--- src/hw/rtl/touch_average_calibrate_macros.svh ---
// Assertion macros shared by the touch averaging and calibration RTL.
// Files that check their own logic include this header by its bare name.
`ifndef TOUCH_AVERAGE_CALIBRATE_MACROS_SVH
`define TOUCH_AVERAGE_CALIBRATE_MACROS_SVH

`ifndef SYNTHESIS

// Same-cycle implication, disabled while reset is asserted
`define TAC_ASSERT_IMPLIES(label, clock, rstn, ante, cons) \
    label: assert property (@(posedge clock) disable iff (!(rstn)) (ante) |-> (cons)) \
        else $error("tac: same-cycle check failed");

// Next-cycle implication, disabled while reset is asserted
`define TAC_ASSERT_NEXT(label, clock, rstn, ante, cons) \
    label: assert property (@(posedge clock) disable iff (!(rstn)) (ante) |=> (cons)) \
        else $error("tac: next-cycle check failed");

`else

`define TAC_ASSERT_IMPLIES(label, clock, rstn, ante, cons)
`define TAC_ASSERT_NEXT(label, clock, rstn, ante, cons)

`endif

`endif

--- src/hw/rtl/tac_pkg.sv ---
// Package for the touch averaging and calibration block: widths, register
// indexes, reset values and the payload structs. No dependencies.
`timescale 1ns / 1ps

package tac_pkg;

    localparam int WORD_W   = 16;
    localparam int SAMPLE_W = 12;
    localparam int SUM_W    = 18;
    localparam int CNT_W    = 7;
    localparam int COEF_W   = 16;
    localparam int POS_W    = 12;
    localparam int PROD_W   = SAMPLE_W + COEF_W;
    localparam int IDX_W    = 3;

    // Largest number of words averaged per axis
    localparam logic [CNT_W-1:0] MAX_SAMPLES = 7'd64;

    localparam logic [CNT_W-1:0]  RST_SAMPLE_COUNT = 7'd20;
    localparam logic [COEF_W-1:0] RST_SCALE_X      = 16'd320;
    localparam logic [COEF_W-1:0] RST_SCALE_Y      = 16'd240;
    localparam logic [COEF_W-1:0] RST_OFFSET_X     = 16'd0;
    localparam logic [COEF_W-1:0] RST_OFFSET_Y     = 16'd0;
    localparam logic [POS_W-1:0]  RST_MAX_X        = 12'd319;
    localparam logic [POS_W-1:0]  RST_MAX_Y        = 12'd239;

    typedef enum logic [IDX_W-1:0] {
        REG_SAMPLE_COUNT = 3'd0,
        REG_SCALE_X      = 3'd1,
        REG_SCALE_Y      = 3'd2,
        REG_OFFSET_X     = 3'd3,
        REG_OFFSET_Y     = 3'd4,
        REG_MAX_X        = 3'd5,
        REG_MAX_Y        = 3'd6
    } tac_reg_idx_t;

    typedef struct packed {
        logic [WORD_W-1:0] spi_word;
        logic              pen_down;
    } tac_in_t;

    typedef struct packed {
        logic             touched;
        logic [POS_W-1:0] x_position;
        logic [POS_W-1:0] y_position;
    } tac_out_t;

    // What an accepted item causes: a result, and whether it is a touch
    typedef struct packed {
        logic emit;
        logic touched;
    } tac_event_t;

endpackage

--- src/hw/rtl/tac_accum.sv ---
// Sample decode and per-axis accumulation with the set sequencing.
// Depends on tac_pkg.
`timescale 1ns / 1ps

module tac_accum
    import tac_pkg::*;
(
    input  logic             clk,
    input  logic             rst_n,
    input  logic             take,
    input  tac_in_t          item,
    input  logic [CNT_W-1:0] count,
    output tac_event_t       evt,
    output logic [SUM_W-1:0] sum_x,
    output logic [SUM_W-1:0] sum_y
);

    logic             phase_reg, phase_next;
    logic [CNT_W-1:0] words_reg, words_next;
    logic [SUM_W-1:0] sum_x_reg, sum_x_next;
    logic [SUM_W-1:0] sum_y_reg, sum_y_next;

    logic [SAMPLE_W-1:0] sample;
    logic [CNT_W-1:0]    words_inc;

    // 4095 minus a 12-bit value is its complement
    assign sample    = ~item.spi_word[SAMPLE_W+2:3];
    assign words_inc = words_reg + CNT_W'(1);

    always_comb
    begin
        phase_next  = phase_reg;
        words_next  = words_reg;
        sum_x_next  = sum_x_reg;
        sum_y_next  = sum_y_reg;
        evt.emit    = 1'b0;
        evt.touched = 1'b0;
        if (take)
        begin
            if (!phase_reg)
            begin
                if (words_reg == '0 && !item.pen_down)
                begin
                    // drop the word, report no touch
                    evt.emit = 1'b1;
                end
                else
                begin
                    if (words_reg == '0)
                    begin
                        sum_x_next = SUM_W'(sample);
                        sum_y_next = '0;
                    end
                    else
                    begin
                        sum_x_next = sum_x_reg + SUM_W'(sample);
                    end
                    words_next = words_inc;
                    if (words_inc >= count)
                    begin
                        phase_next = 1'b1;
                        words_next = '0;
                    end
                end
            end
            else
            begin
                sum_y_next = sum_y_reg + SUM_W'(sample);
                words_next = words_inc;
                if (words_inc >= count)
                begin
                    // last Y word closes the set; sums hold for the calibration
                    phase_next  = 1'b0;
                    words_next  = '0;
                    evt.emit    = 1'b1;
                    evt.touched = item.pen_down;
                end
            end
        end
    end

    always_ff @(posedge clk or negedge rst_n)
    begin
        if (!rst_n)
        begin
            phase_reg <= 1'b0;
            words_reg <= '0;
            sum_x_reg <= '0;
            sum_y_reg <= '0;
        end
        else
        begin
            phase_reg <= phase_next;
            words_reg <= words_next;
            sum_x_reg <= sum_x_next;
            sum_y_reg <= sum_y_next;
        end
    end

    assign sum_x = sum_x_reg;
    assign sum_y = sum_y_reg;

endmodule

--- src/hw/rtl/tac_div.sv ---
// Bit-serial restoring divider: one quotient bit per cycle.
// Depends on tac_pkg.
`timescale 1ns / 1ps

module tac_div
    import tac_pkg::*;
(
    input  logic             clk,
    input  logic             rst_n,
    input  logic             start,
    input  logic [SUM_W-1:0] dividend,
    input  logic [CNT_W-1:0] divisor,
    output logic             done,
    output logic [SUM_W-1:0] quotient
);

    localparam int STEP_W = $clog2(SUM_W);
    localparam logic [STEP_W-1:0] LAST_STEP = STEP_W'(SUM_W - 1);

    logic              busy_reg, busy_next;
    logic              done_reg, done_next;
    logic [STEP_W-1:0] step_reg, step_next;
    logic [SUM_W-1:0]  quo_reg, quo_next;
    logic [CNT_W-1:0]  rem_reg, rem_next;
    logic [CNT_W-1:0]  dvs_reg, dvs_next;

    logic [CNT_W:0] trial;
    logic           fits;

    assign trial = {rem_reg, quo_reg[SUM_W-1]};
    assign fits  = trial >= {1'b0, dvs_reg};

    always_comb
    begin
        busy_next = busy_reg;
        done_next = 1'b0;
        step_next = step_reg;
        quo_next  = quo_reg;
        rem_next  = rem_reg;
        dvs_next  = dvs_reg;
        if (start && !busy_reg)
        begin
            busy_next = 1'b1;
            step_next = '0;
            quo_next  = dividend;
            rem_next  = '0;
            dvs_next  = divisor;
        end
        else if (busy_reg)
        begin
            // shift the next dividend bit into the remainder, subtract if it fits
            quo_next = {quo_reg[SUM_W-2:0], fits};
            rem_next = fits ? CNT_W'(trial - {1'b0, dvs_reg}) : trial[CNT_W-1:0];
            step_next = step_reg + STEP_W'(1);
            if (step_reg == LAST_STEP)
            begin
                busy_next = 1'b0;
                done_next = 1'b1;
            end
        end
    end

    always_ff @(posedge clk or negedge rst_n)
    begin
        if (!rst_n)
        begin
            busy_reg <= 1'b0;
            done_reg <= 1'b0;
            step_reg <= '0;
        end
        else
        begin
            busy_reg <= busy_next;
            done_reg <= done_next;
            step_reg <= step_next;
        end
    end

    always_ff @(posedge clk)
    begin
        quo_reg <= quo_next;
        rem_reg <= rem_next;
        dvs_reg <= dvs_next;
    end

    assign done     = done_reg;
    assign quotient = quo_reg;

endmodule

--- src/hw/rtl/tac_scale.sv ---
// Bit-serial shift-add scaling by a signed Q4.12 gain, then floor, offset
// and clamp in the closing SC_FIN state. Depends on tac_pkg.
`timescale 1ns / 1ps

module tac_scale
    import tac_pkg::*;
(
    input  logic                clk,
    input  logic                rst_n,
    input  logic                start,
    input  logic [SAMPLE_W-1:0] avg,
    input  logic [COEF_W-1:0]   scale,
    input  logic [COEF_W-1:0]   offset,
    input  logic [POS_W-1:0]    maxv,
    output logic                done,
    output logic [POS_W-1:0]    result
);

    localparam int BIT_W = $clog2(SAMPLE_W);
    localparam logic [BIT_W-1:0] LAST_BIT = BIT_W'(SAMPLE_W - 1);
    localparam int SUM_P_W = COEF_W + 2;

    typedef enum logic [2:0] {
        SC_IDLE = 3'b001,
        SC_RUN  = 3'b010,
        SC_FIN  = 3'b100
    } tac_sc_state_t;

    tac_sc_state_t state_reg, state_next;

    logic [BIT_W-1:0]    bit_reg, bit_next;
    logic                done_reg, done_next;
    logic [SAMPLE_W-1:0] mplier_reg, mplier_next;
    logic [COEF_W-1:0]   mcand_reg, mcand_next;
    logic [COEF_W-1:0]   offset_reg, offset_next;
    logic [POS_W-1:0]    max_reg, max_next;
    logic [PROD_W-1:0]   acc_reg, acc_next;
    logic [POS_W-1:0]    result_reg, result_next;

    logic [PROD_W-1:0]  addend;
    logic [COEF_W-1:0]  floored;
    logic [SUM_P_W-1:0] pos;

    assign addend  = mplier_reg[SAMPLE_W-1]
                   ? {{(PROD_W-COEF_W){mcand_reg[COEF_W-1]}}, mcand_reg} : '0;
    // arithmetic shift by 12 gives the floor of the product over 4096
    assign floored = acc_reg[PROD_W-1:PROD_W-COEF_W];
    assign pos     = {{2{floored[COEF_W-1]}}, floored}
                   + {{2{offset_reg[COEF_W-1]}}, offset_reg};

    always_comb
    begin
        state_next  = state_reg;
        bit_next    = bit_reg;
        done_next   = 1'b0;
        mplier_next = mplier_reg;
        mcand_next  = mcand_reg;
        offset_next = offset_reg;
        max_next    = max_reg;
        acc_next    = acc_reg;
        result_next = result_reg;
        unique case (state_reg)
            SC_IDLE:
            begin
                if (start)
                begin
                    mplier_next = avg;
                    mcand_next  = scale;
                    offset_next = offset;
                    max_next    = maxv;
                    acc_next    = '0;
                    bit_next    = '0;
                    state_next  = SC_RUN;
                end
            end
            SC_RUN:
            begin
                // multiplier bits enter MSB first
                acc_next    = {acc_reg[PROD_W-2:0], 1'b0} + addend;
                mplier_next = {mplier_reg[SAMPLE_W-2:0], 1'b0};
                bit_next    = bit_reg + BIT_W'(1);
                if (bit_reg == LAST_BIT)
                begin
                    state_next = SC_FIN;
                end
            end
            SC_FIN:
            begin
                priority if (pos[SUM_P_W-1])
                begin
                    result_next = '0;
                end
                else if (pos[SUM_P_W-2:0] > (SUM_P_W-1)'(max_reg))
                begin
                    result_next = max_reg;
                end
                else
                begin
                    result_next = pos[POS_W-1:0];
                end
                done_next  = 1'b1;
                state_next = SC_IDLE;
            end
            default:
            begin
                state_next = SC_IDLE;
            end
        endcase
    end

    always_ff @(posedge clk or negedge rst_n)
    begin
        if (!rst_n)
        begin
            state_reg <= SC_IDLE;
            bit_reg   <= '0;
            done_reg  <= 1'b0;
        end
        else
        begin
            state_reg <= state_next;
            bit_reg   <= bit_next;
            done_reg  <= done_next;
        end
    end

    always_ff @(posedge clk)
    begin
        mplier_reg <= mplier_next;
        mcand_reg  <= mcand_next;
        offset_reg <= offset_next;
        max_reg    <= max_next;
        acc_reg    <= acc_next;
        result_reg <= result_next;
    end

    assign done   = done_reg;
    assign result = result_reg;

endmodule

--- src/hw/rtl/touch_average_calibrate.sv ---
// Resistive touch averaging and linear calibration, top level.
// Channels: in (spi_word, pen_down) and out (touched, x_position,
// y_position) use valid/stall; an item moves when valid is high and stall
// low. The cfg channel writes one register per valid&ready cycle; cfg_ready
// is always high. Write registers only while no set is in progress.
// Input words are taken one per cycle while in_stall is low; words inside a
// set are taken back to back. A word that opens a set with the pen up, or a
// last Y word with the pen up, yields a no-touch result through the holding
// stage and the output register. A last Y word with the pen down starts the
// calibration. Each axis runs a load step, a bit-serial divide, a hand-over
// step, a bit-serial shift-add multiply and a clamp step. The result then
// leaves through the holding stage and the output register, and no word is taken meanwhile.
// A finished result waits in a holding stage while the output is stalled;
// the input stalls whenever that stage holds an item. Reset loads the
// register defaults, clears the sums and the set position, and empties both
// result stages.
// Depends on tac_pkg, tac_accum, tac_div, tac_scale and the macro header.
`timescale 1ns / 1ps

`include "touch_average_calibrate_macros.svh"

module touch_average_calibrate
    import tac_pkg::*;
(
    input  logic             clk,
    input  logic             rst_n,
    input  logic             in_valid,
    output logic             in_stall,
    input  tac_in_t          in_data,
    output logic             out_valid,
    input  logic             out_stall,
    output tac_out_t         out_data,
    input  logic             cfg_valid,
    output logic             cfg_ready,
    input  logic [IDX_W-1:0] cfg_index,
    input  logic [WORD_W-1:0] cfg_data
);

    typedef enum logic [2:0] {
        ST_IDLE  = 3'b001,
        ST_DIV   = 3'b010,
        ST_SCALE = 3'b100
    } tac_state_t;

    tac_state_t state_reg, state_next;

    logic [CNT_W-1:0]  sample_count_reg;
    logic [COEF_W-1:0] scale_x_reg, scale_y_reg;
    logic [COEF_W-1:0] offset_x_reg, offset_y_reg;
    logic [POS_W-1:0]  max_x_reg, max_y_reg;

    logic             axis_reg, axis_next;
    logic [POS_W-1:0] x_pos_reg, x_pos_next;
    logic             pend_valid_reg, pend_valid_next;
    tac_out_t         pend_reg, pend_next;
    logic             out_valid_reg, out_valid_next;
    tac_out_t         out_reg, out_next;

    logic [CNT_W-1:0]    count_eff;
    logic                in_take;
    tac_event_t          evt;
    logic [SUM_W-1:0]    sum_x, sum_y;
    logic                start_x, start_y, finish, zero_res, move;
    logic                div_start, div_done;
    logic [SUM_W-1:0]    div_dividend, quotient;
    logic [SAMPLE_W-1:0] avg;
    logic                scale_start, scale_done;
    logic [POS_W-1:0]    scale_result;

    // configuration registers
    assign cfg_ready = 1'b1;

    always_ff @(posedge clk or negedge rst_n)
    begin
        if (!rst_n)
        begin
            sample_count_reg <= RST_SAMPLE_COUNT;
            scale_x_reg      <= RST_SCALE_X;
            scale_y_reg      <= RST_SCALE_Y;
            offset_x_reg     <= RST_OFFSET_X;
            offset_y_reg     <= RST_OFFSET_Y;
            max_x_reg        <= RST_MAX_X;
            max_y_reg        <= RST_MAX_Y;
        end
        else if (cfg_valid && cfg_ready)
        begin
            unique case (tac_reg_idx_t'(cfg_index))
                REG_SAMPLE_COUNT: sample_count_reg <= cfg_data[CNT_W-1:0];
                REG_SCALE_X:      scale_x_reg      <= cfg_data;
                REG_SCALE_Y:      scale_y_reg      <= cfg_data;
                REG_OFFSET_X:     offset_x_reg     <= cfg_data;
                REG_OFFSET_Y:     offset_y_reg     <= cfg_data;
                REG_MAX_X:        max_x_reg        <= cfg_data[POS_W-1:0];
                REG_MAX_Y:        max_y_reg        <= cfg_data[POS_W-1:0];
                default:          ;
            endcase
        end
    end

    // saturate the count to 1..MAX_SAMPLES
    always_comb
    begin
        priority if (sample_count_reg == '0)
        begin
            count_eff = CNT_W'(1);
        end
        else if (sample_count_reg > MAX_SAMPLES)
        begin
            count_eff = MAX_SAMPLES;
        end
        else
        begin
            count_eff = sample_count_reg;
        end
    end

    assign in_stall = (state_reg != ST_IDLE) || pend_valid_reg;
    assign in_take  = in_valid && !in_stall;

    tac_accum u_accum (
        .clk   (clk),
        .rst_n (rst_n),
        .take  (in_take),
        .item  (in_data),
        .count (count_eff),
        .evt   (evt),
        .sum_x (sum_x),
        .sum_y (sum_y)
    );

    assign start_x  = evt.emit && evt.touched;
    assign zero_res = evt.emit && !evt.touched;
    assign start_y  = (state_reg == ST_SCALE) && scale_done && !axis_reg;
    assign finish   = (state_reg == ST_SCALE) && scale_done && axis_reg;

    assign div_start    = start_x || start_y;
    assign div_dividend = start_x ? sum_x : sum_y;

    tac_div u_div (
        .clk      (clk),
        .rst_n    (rst_n),
        .start    (div_start),
        .dividend (div_dividend),
        .divisor  (count_eff),
        .done     (div_done),
        .quotient (quotient)
    );

    // an average above 4095 saturates
    assign avg = (|quotient[SUM_W-1:SAMPLE_W]) ? '1 : quotient[SAMPLE_W-1:0];
    assign scale_start = (state_reg == ST_DIV) && div_done;

    tac_scale u_scale (
        .clk    (clk),
        .rst_n  (rst_n),
        .start  (scale_start),
        .avg    (avg),
        .scale  (axis_reg ? scale_y_reg : scale_x_reg),
        .offset (axis_reg ? offset_y_reg : offset_x_reg),
        .maxv   (axis_reg ? max_y_reg : max_x_reg),
        .done   (scale_done),
        .result (scale_result)
    );

    always_comb
    begin
        state_next = state_reg;
        axis_next  = axis_reg;
        x_pos_next = x_pos_reg;
        unique case (state_reg)
            ST_IDLE:
            begin
                if (start_x)
                begin
                    axis_next  = 1'b0;
                    state_next = ST_DIV;
                end
            end
            ST_DIV:
            begin
                if (div_done)
                begin
                    state_next = ST_SCALE;
                end
            end
            ST_SCALE:
            begin
                if (start_y)
                begin
                    x_pos_next = scale_result;
                    axis_next  = 1'b1;
                    state_next = ST_DIV;
                end
                else if (finish)
                begin
                    state_next = ST_IDLE;
                end
            end
            default:
            begin
                state_next = ST_IDLE;
            end
        endcase
    end

    // holding stage, then output register
    assign move = pend_valid_reg && (!out_valid_reg || !out_stall);

    always_comb
    begin
        pend_valid_next = pend_valid_reg;
        pend_next       = pend_reg;
        out_valid_next  = out_valid_reg;
        out_next        = out_reg;
        if (move)
        begin
            out_next        = pend_reg;
            out_valid_next  = 1'b1;
            pend_valid_next = 1'b0;
        end
        else if (!out_stall)
        begin
            out_valid_next = 1'b0;
        end
        if (zero_res)
        begin
            pend_next       = '0;
            pend_valid_next = 1'b1;
        end
        else if (finish)
        begin
            pend_next.touched    = 1'b1;
            pend_next.x_position = x_pos_reg;
            pend_next.y_position = scale_result;
            pend_valid_next      = 1'b1;
        end
    end

    always_ff @(posedge clk or negedge rst_n)
    begin
        if (!rst_n)
        begin
            state_reg      <= ST_IDLE;
            axis_reg       <= 1'b0;
            pend_valid_reg <= 1'b0;
            out_valid_reg  <= 1'b0;
        end
        else
        begin
            state_reg      <= state_next;
            axis_reg       <= axis_next;
            pend_valid_reg <= pend_valid_next;
            out_valid_reg  <= out_valid_next;
        end
    end

    always_ff @(posedge clk)
    begin
        x_pos_reg <= x_pos_next;
        pend_reg  <= pend_next;
        out_reg   <= out_next;
    end

    assign out_valid = out_valid_reg;
    assign out_data  = out_reg;

    `TAC_ASSERT_IMPLIES(a_div_done_in_div, clk, rst_n, div_done, state_reg == ST_DIV)
    `TAC_ASSERT_IMPLIES(a_scale_done_in_scale, clk, rst_n, scale_done, state_reg == ST_SCALE)
    `TAC_ASSERT_NEXT(a_pend_drains, clk, rst_n, pend_valid_reg && !out_valid_reg, !pend_valid_reg && out_valid_reg)
    `TAC_ASSERT_IMPLIES(a_no_touch_zero, clk, rst_n, pend_valid_reg && !pend_reg.touched, pend_reg.x_position == '0 && pend_reg.y_position == '0)

endmodule

--- config.mk ---
export PLATFORM = sky130hd
export DESIGN_NAME = touch_average_calibrate
export DESIGN_NICKNAME = d
export VERILOG_FILES = /design/src/hw/rtl/tac_pkg.sv /design/src/hw/rtl/tac_accum.sv /design/src/hw/rtl/tac_div.sv /design/src/hw/rtl/tac_scale.sv /design/src/hw/rtl/touch_average_calibrate.sv
export VERILOG_INCLUDE_DIRS = /design/src /design/src/hw/rtl
export SDC_FILE = /design/constraint.sdc
export NUM_CORES = 1
export LEC_CHECK = 0
export ABC_AREA = 1
export BUFFER_PORTS_ARGS = -buffer_cell sky130_fd_sc_hd__buf_2
export CAP_MARGIN = 20
export CORE_AREA = 2 2 183 185
export CTS_CLUSTER_DIAMETER = 120
export CTS_CLUSTER_SIZE = 40
export DETAILED_ROUTE_END_ITERATION = 16
export DIE_AREA = 0 0 185 187
export GPL_ROUTABILITY_DRIVEN = 0
export MAX_ROUTING_LAYER = met4
export PLACE_DENSITY = 0.77
export SLEW_MARGIN = 30
export SYNTH_ARGS = -nofsm -noshare
export SYNTH_HDL_FRONTEND = slang
export SYNTH_SLANG_ARGS = --single-unit
--- constraint.sdc ---
create_clock -name clk -period 4.1 [get_ports clk]
set_input_delay 1.025 -clock clk [delete_from_list [all_inputs] [get_ports clk]]
set_output_delay 1.025 -clock clk [all_outputs]
set_load 0.005 [all_outputs]
==> reports/qor.csv <==
stage,metric,value,unit
cells_and_area,drive_gt1_share,7.199,%
timing,period_needed,3.698,ns
setup_path,worstReg2RegStart,u_scale.acc_reg[12],
timing,hold_viol,0,
global_route,grt_util_all_layers,24.09,%
clocking,htreeDepth,1,
clocking,path_clk_slew,0.14,ns
synth,ys_types,55,
die,start_util,55.96,%
setup_path,r2r_slack,0.40,ns
hold_path,hold_class,register to register,
synth,postSynthCellCount,2127,
clocking,cts_setup_buffers,0,
hold_path,min-delay-start,pend_reg[21],
synth,ys_warn_count,0,
synth,syn_area_per_cell,8.645,sq um
placed_design,dpl.cell_count,2594,
clocking,cts_tree,done,
timing,tightest_slew,0.9938,ns
routing,ant_nets,0,
cells_and_area,final_cells,2615,
die,die_w,185,um
timing,rsz0062_at_grt,no,
synth,synth.cell_area,18390,sq um
hold_path,holdPathStages,0,
routing,drc,0,
cells_and_area,largest_reg_flops,28,
routing,wl_per_cell,15.21,um
die,num_rows,67,
synth,syn_nets,2270,
cells_and_area,diodes,0,
routing,drt-total-wl,39770,um
routing,drt_iter0_drc,1358,
die,die_h,187,um
timing,clock.fmax,270.5,MHz
timing,finalMaxSlewViolations,0,
synth,synth_top_area_cell,edfxtp_1,
global_route,grt_max_degree,84,
clocking,clock_sinks,350,
power_and_ir_drop,power.leakage,9.413,nW
global_route,antenna_found_initial,0,
job,drv_cap,0,
timing,skew,0.03185,ns
synth,yosysSeqAreaShare,51.22,%
synth,synth_seq_cells,350,
setup_path,cp-end-kind,register,
clocking,clock_path_buffers,3,
global_route,grt_remaining_overflow,0,
synth,synth_edf_count,158,
setup_path,cp-startpoint,u_scale.acc_reg[12],
routing,vias,14250,
die,core_area,32860,sq um
cells_and_area,fin_util,59.55,%
synth,synth-main-ff-cell,edfxtp_1,
setup_path,r2r_cells,17,
clocking,cts_buffers,13,
routing,vias_per_cell,5.448,
die,io-pin-count,69,
clocking,clk-insertion-delay-late,0.53,ns
power_and_ir_drop,powerDensity,502.2,nW/um^2
clocking,ctsHoldBuffers,0,
routing,dr.pass1.iters,5,
setup_path,arrival,4.08,ns
timing,relSlewSlack,33.53,%
timing,fin_crit_sh,90.18,%
synth,yosys.area.top_type_share,25.80,%
power_and_ir_drop,irDropWorstVdd,467.8,uV
timing,hold_slack,0.4458,ns
setup_path,start_kind,register,
placed_design,hpwl,28730,um
timing,tns,0,ns
global_route,grt_pass1_vias,13560,
hold_path,min_to,out_data[21],
status,outcome,"finished, final reports clean",
setup_path,crit_type,register to register,
synth,synthArstFlopShare,45.71,%
clocking,cts-resized-gates,0,
cells_and_area,nets,2304,
cells_and_area,syn_to_final_growth,6.416,%
timing,setup_viol,0,
setup_path,worstPathMaxFanout,13,
placed_design,io_buffer_count,63,
global_route,grt_pass1_wl,66040,um
setup_path,rr_endpoint,u_scale.result[8],
die,die_area,34600,sq um
setup_path,required,4.48,ns
synth,synth.area.top_cells,"edfxtp_1 26%, dfrtp_1 19%, nand2_1 12%, ha_1 6.6%, o21ai_0 6.0%",
clocking,cts_root_buf,clkbuf_16,
==> how the worst max path moves through the flow <==
| stage | end | cells past startpoint |
|---|---|---|
| after global placement | u_scale.result[8] | 20 |
| after floorplan | u_scale.acc_reg[0] | 4 |
| final | u_scale.result[8] | 17 |
| after detailed placement | u_scale.result[8] | 21 |
| after global routing | u_scale.result[1] | 21 |
| after CTS | u_scale.result[5] | 21 |
==> layer usage <==
layer  global-route usage (%)  up-vias  wire length, um
li1                         -     7089                -
met1                    33.57     6674            18380
met2                    37.65      417            18220
met3                    2.298       67             2082
met4                    7.326        0             1083
met5                        -        -                0
==> cell usage after synthesis, types with 2 or more instances <==
master	instances
nor2_2	2
nand3b_1	3
o21bai_1	11
a31oi_1	3
o31ai_1	3
o21a_1	11
nand4_1	30
dfstp_2	24
xor2_1	28
o211ai_1	4
edfxtp_1	158
nor3_1	17
xnor2_1	9
a21oi_1	120
mux2i_1	24
a21boi_0	2
clkinv_1	2
ha_1	97
nand3_1	55
nand3_2	3
a21o_1	6
o22ai_1	16
inv_1	259
nor2_1	145
nand2_1	581
fa_1	5
dfxtp_1	32
buf_4	3
inv_2	10
clkbuf_1	37
buf_6	2
nand2_2	2
buf_2	16
buf_1	2
o21ai_1	17
dfrtp_1	136
nor2_4	2
o21ai_0	220
or2_2	5
nor4_1	3
o221ai_1	5
nor3_2	4
==> cell usage in the layout, fill, tap and decap left out, types with 3 or more instances in the layout <==
cell type and n:
o21ai_1 17, a21o_1 6, nor2_1 144, nor3_1 17, dfxtp_1 32, mux2i_1 24, ha_1 97, buf_4 15
clkbuf_16 13, edfxtp_1 158, nand3_1 54, clkbuf_1 5, nand3_2 4, o21ai_0 220, xnor2_1 9, inv_2 10
nand2_1 578, dfrtp_1 136, nor4_1 3, nand2_2 5, o22ai_1 16, nor3_2 3, o21a_1 11, o21bai_1 11
o221ai_1 5, nand3b_1 3, nand4_1 30, dfstp_2 24, a31oi_1 3, a21oi_1 119, or2_2 5, o211ai_1 4
inv_1 259, xor2_1 28, buf_2 62, fa_1 5, nor2_4 3, o31ai_1 3
==> power by group <==
part	leakage, nW	switching (mW)	internal [mW]
Clock	0.192	1.08	0.634
Sequential	3.70	0.396	4.37
Combinational	5.52	2.23	1.11
==> logic make-up (layout without fill, tap and decap cells) <==
family          Yosys count  after routing  synth area share [%]
mux                      24             24                 1.306
compound gates          425            425                 12.44
xor+xnor                 37             37                 1.762
flops                   350            350                 51.22
buf+inv                 331            371                 7.008
simple gates            857            857                 19.09
other cells               1              1               0.02039
fa+ha+maj               102            102                 7.144
==> worst max-delay path, stage by stage (launching register included) <==
cell and delay, ns:
edfxtp_1 0.46, ha_1 0.26, fa_1 0.44, nand2_1 0.11
nand3_2 0.10, nand3_1 0.09, nand3_1 0.09, xor2_1 0.20
inv_1 0.07, ha_1 0.29, nand2_1 0.07, nor4_1 0.30
nand4_1 0.13, nand2_1 0.35, nand3_2 0.30, nand2_1 0.15
inv_1 0.06, nor2_1 0.11
==> layout make-up <==
type | instances | area, sq um
clock inverters | 3 | 62.56
inverters | 271 | 1017
well taps | 448 | 560.5
fillers | 2835 | 13290
multi-input cells | 1446 | 7711
flip-flops and latches | 350 | 9419
repair buffers | 79 | 454.2
clock buffers | 18 | 344.1
==> metrics by stage <==
| step | power, mW | cell area (sq um) | worst slack, ns |
|---|---|---|---|
| after floorplan | 7.208 | 18390 | 0.7492 |
| after detailed placement | 8.130 | 19160 | 0.4718 |
| after global placement | 7.971 | 19150 | 0.5606 |
| after CTS | 9.845 | 19560 | 0.4292 |
| after global routing | 10.53 | 19570 | 0.1408 |
| final | 9.827 | 19570 | 0.4025 |
Note: power is estimated with default switching activity, not from simulation.
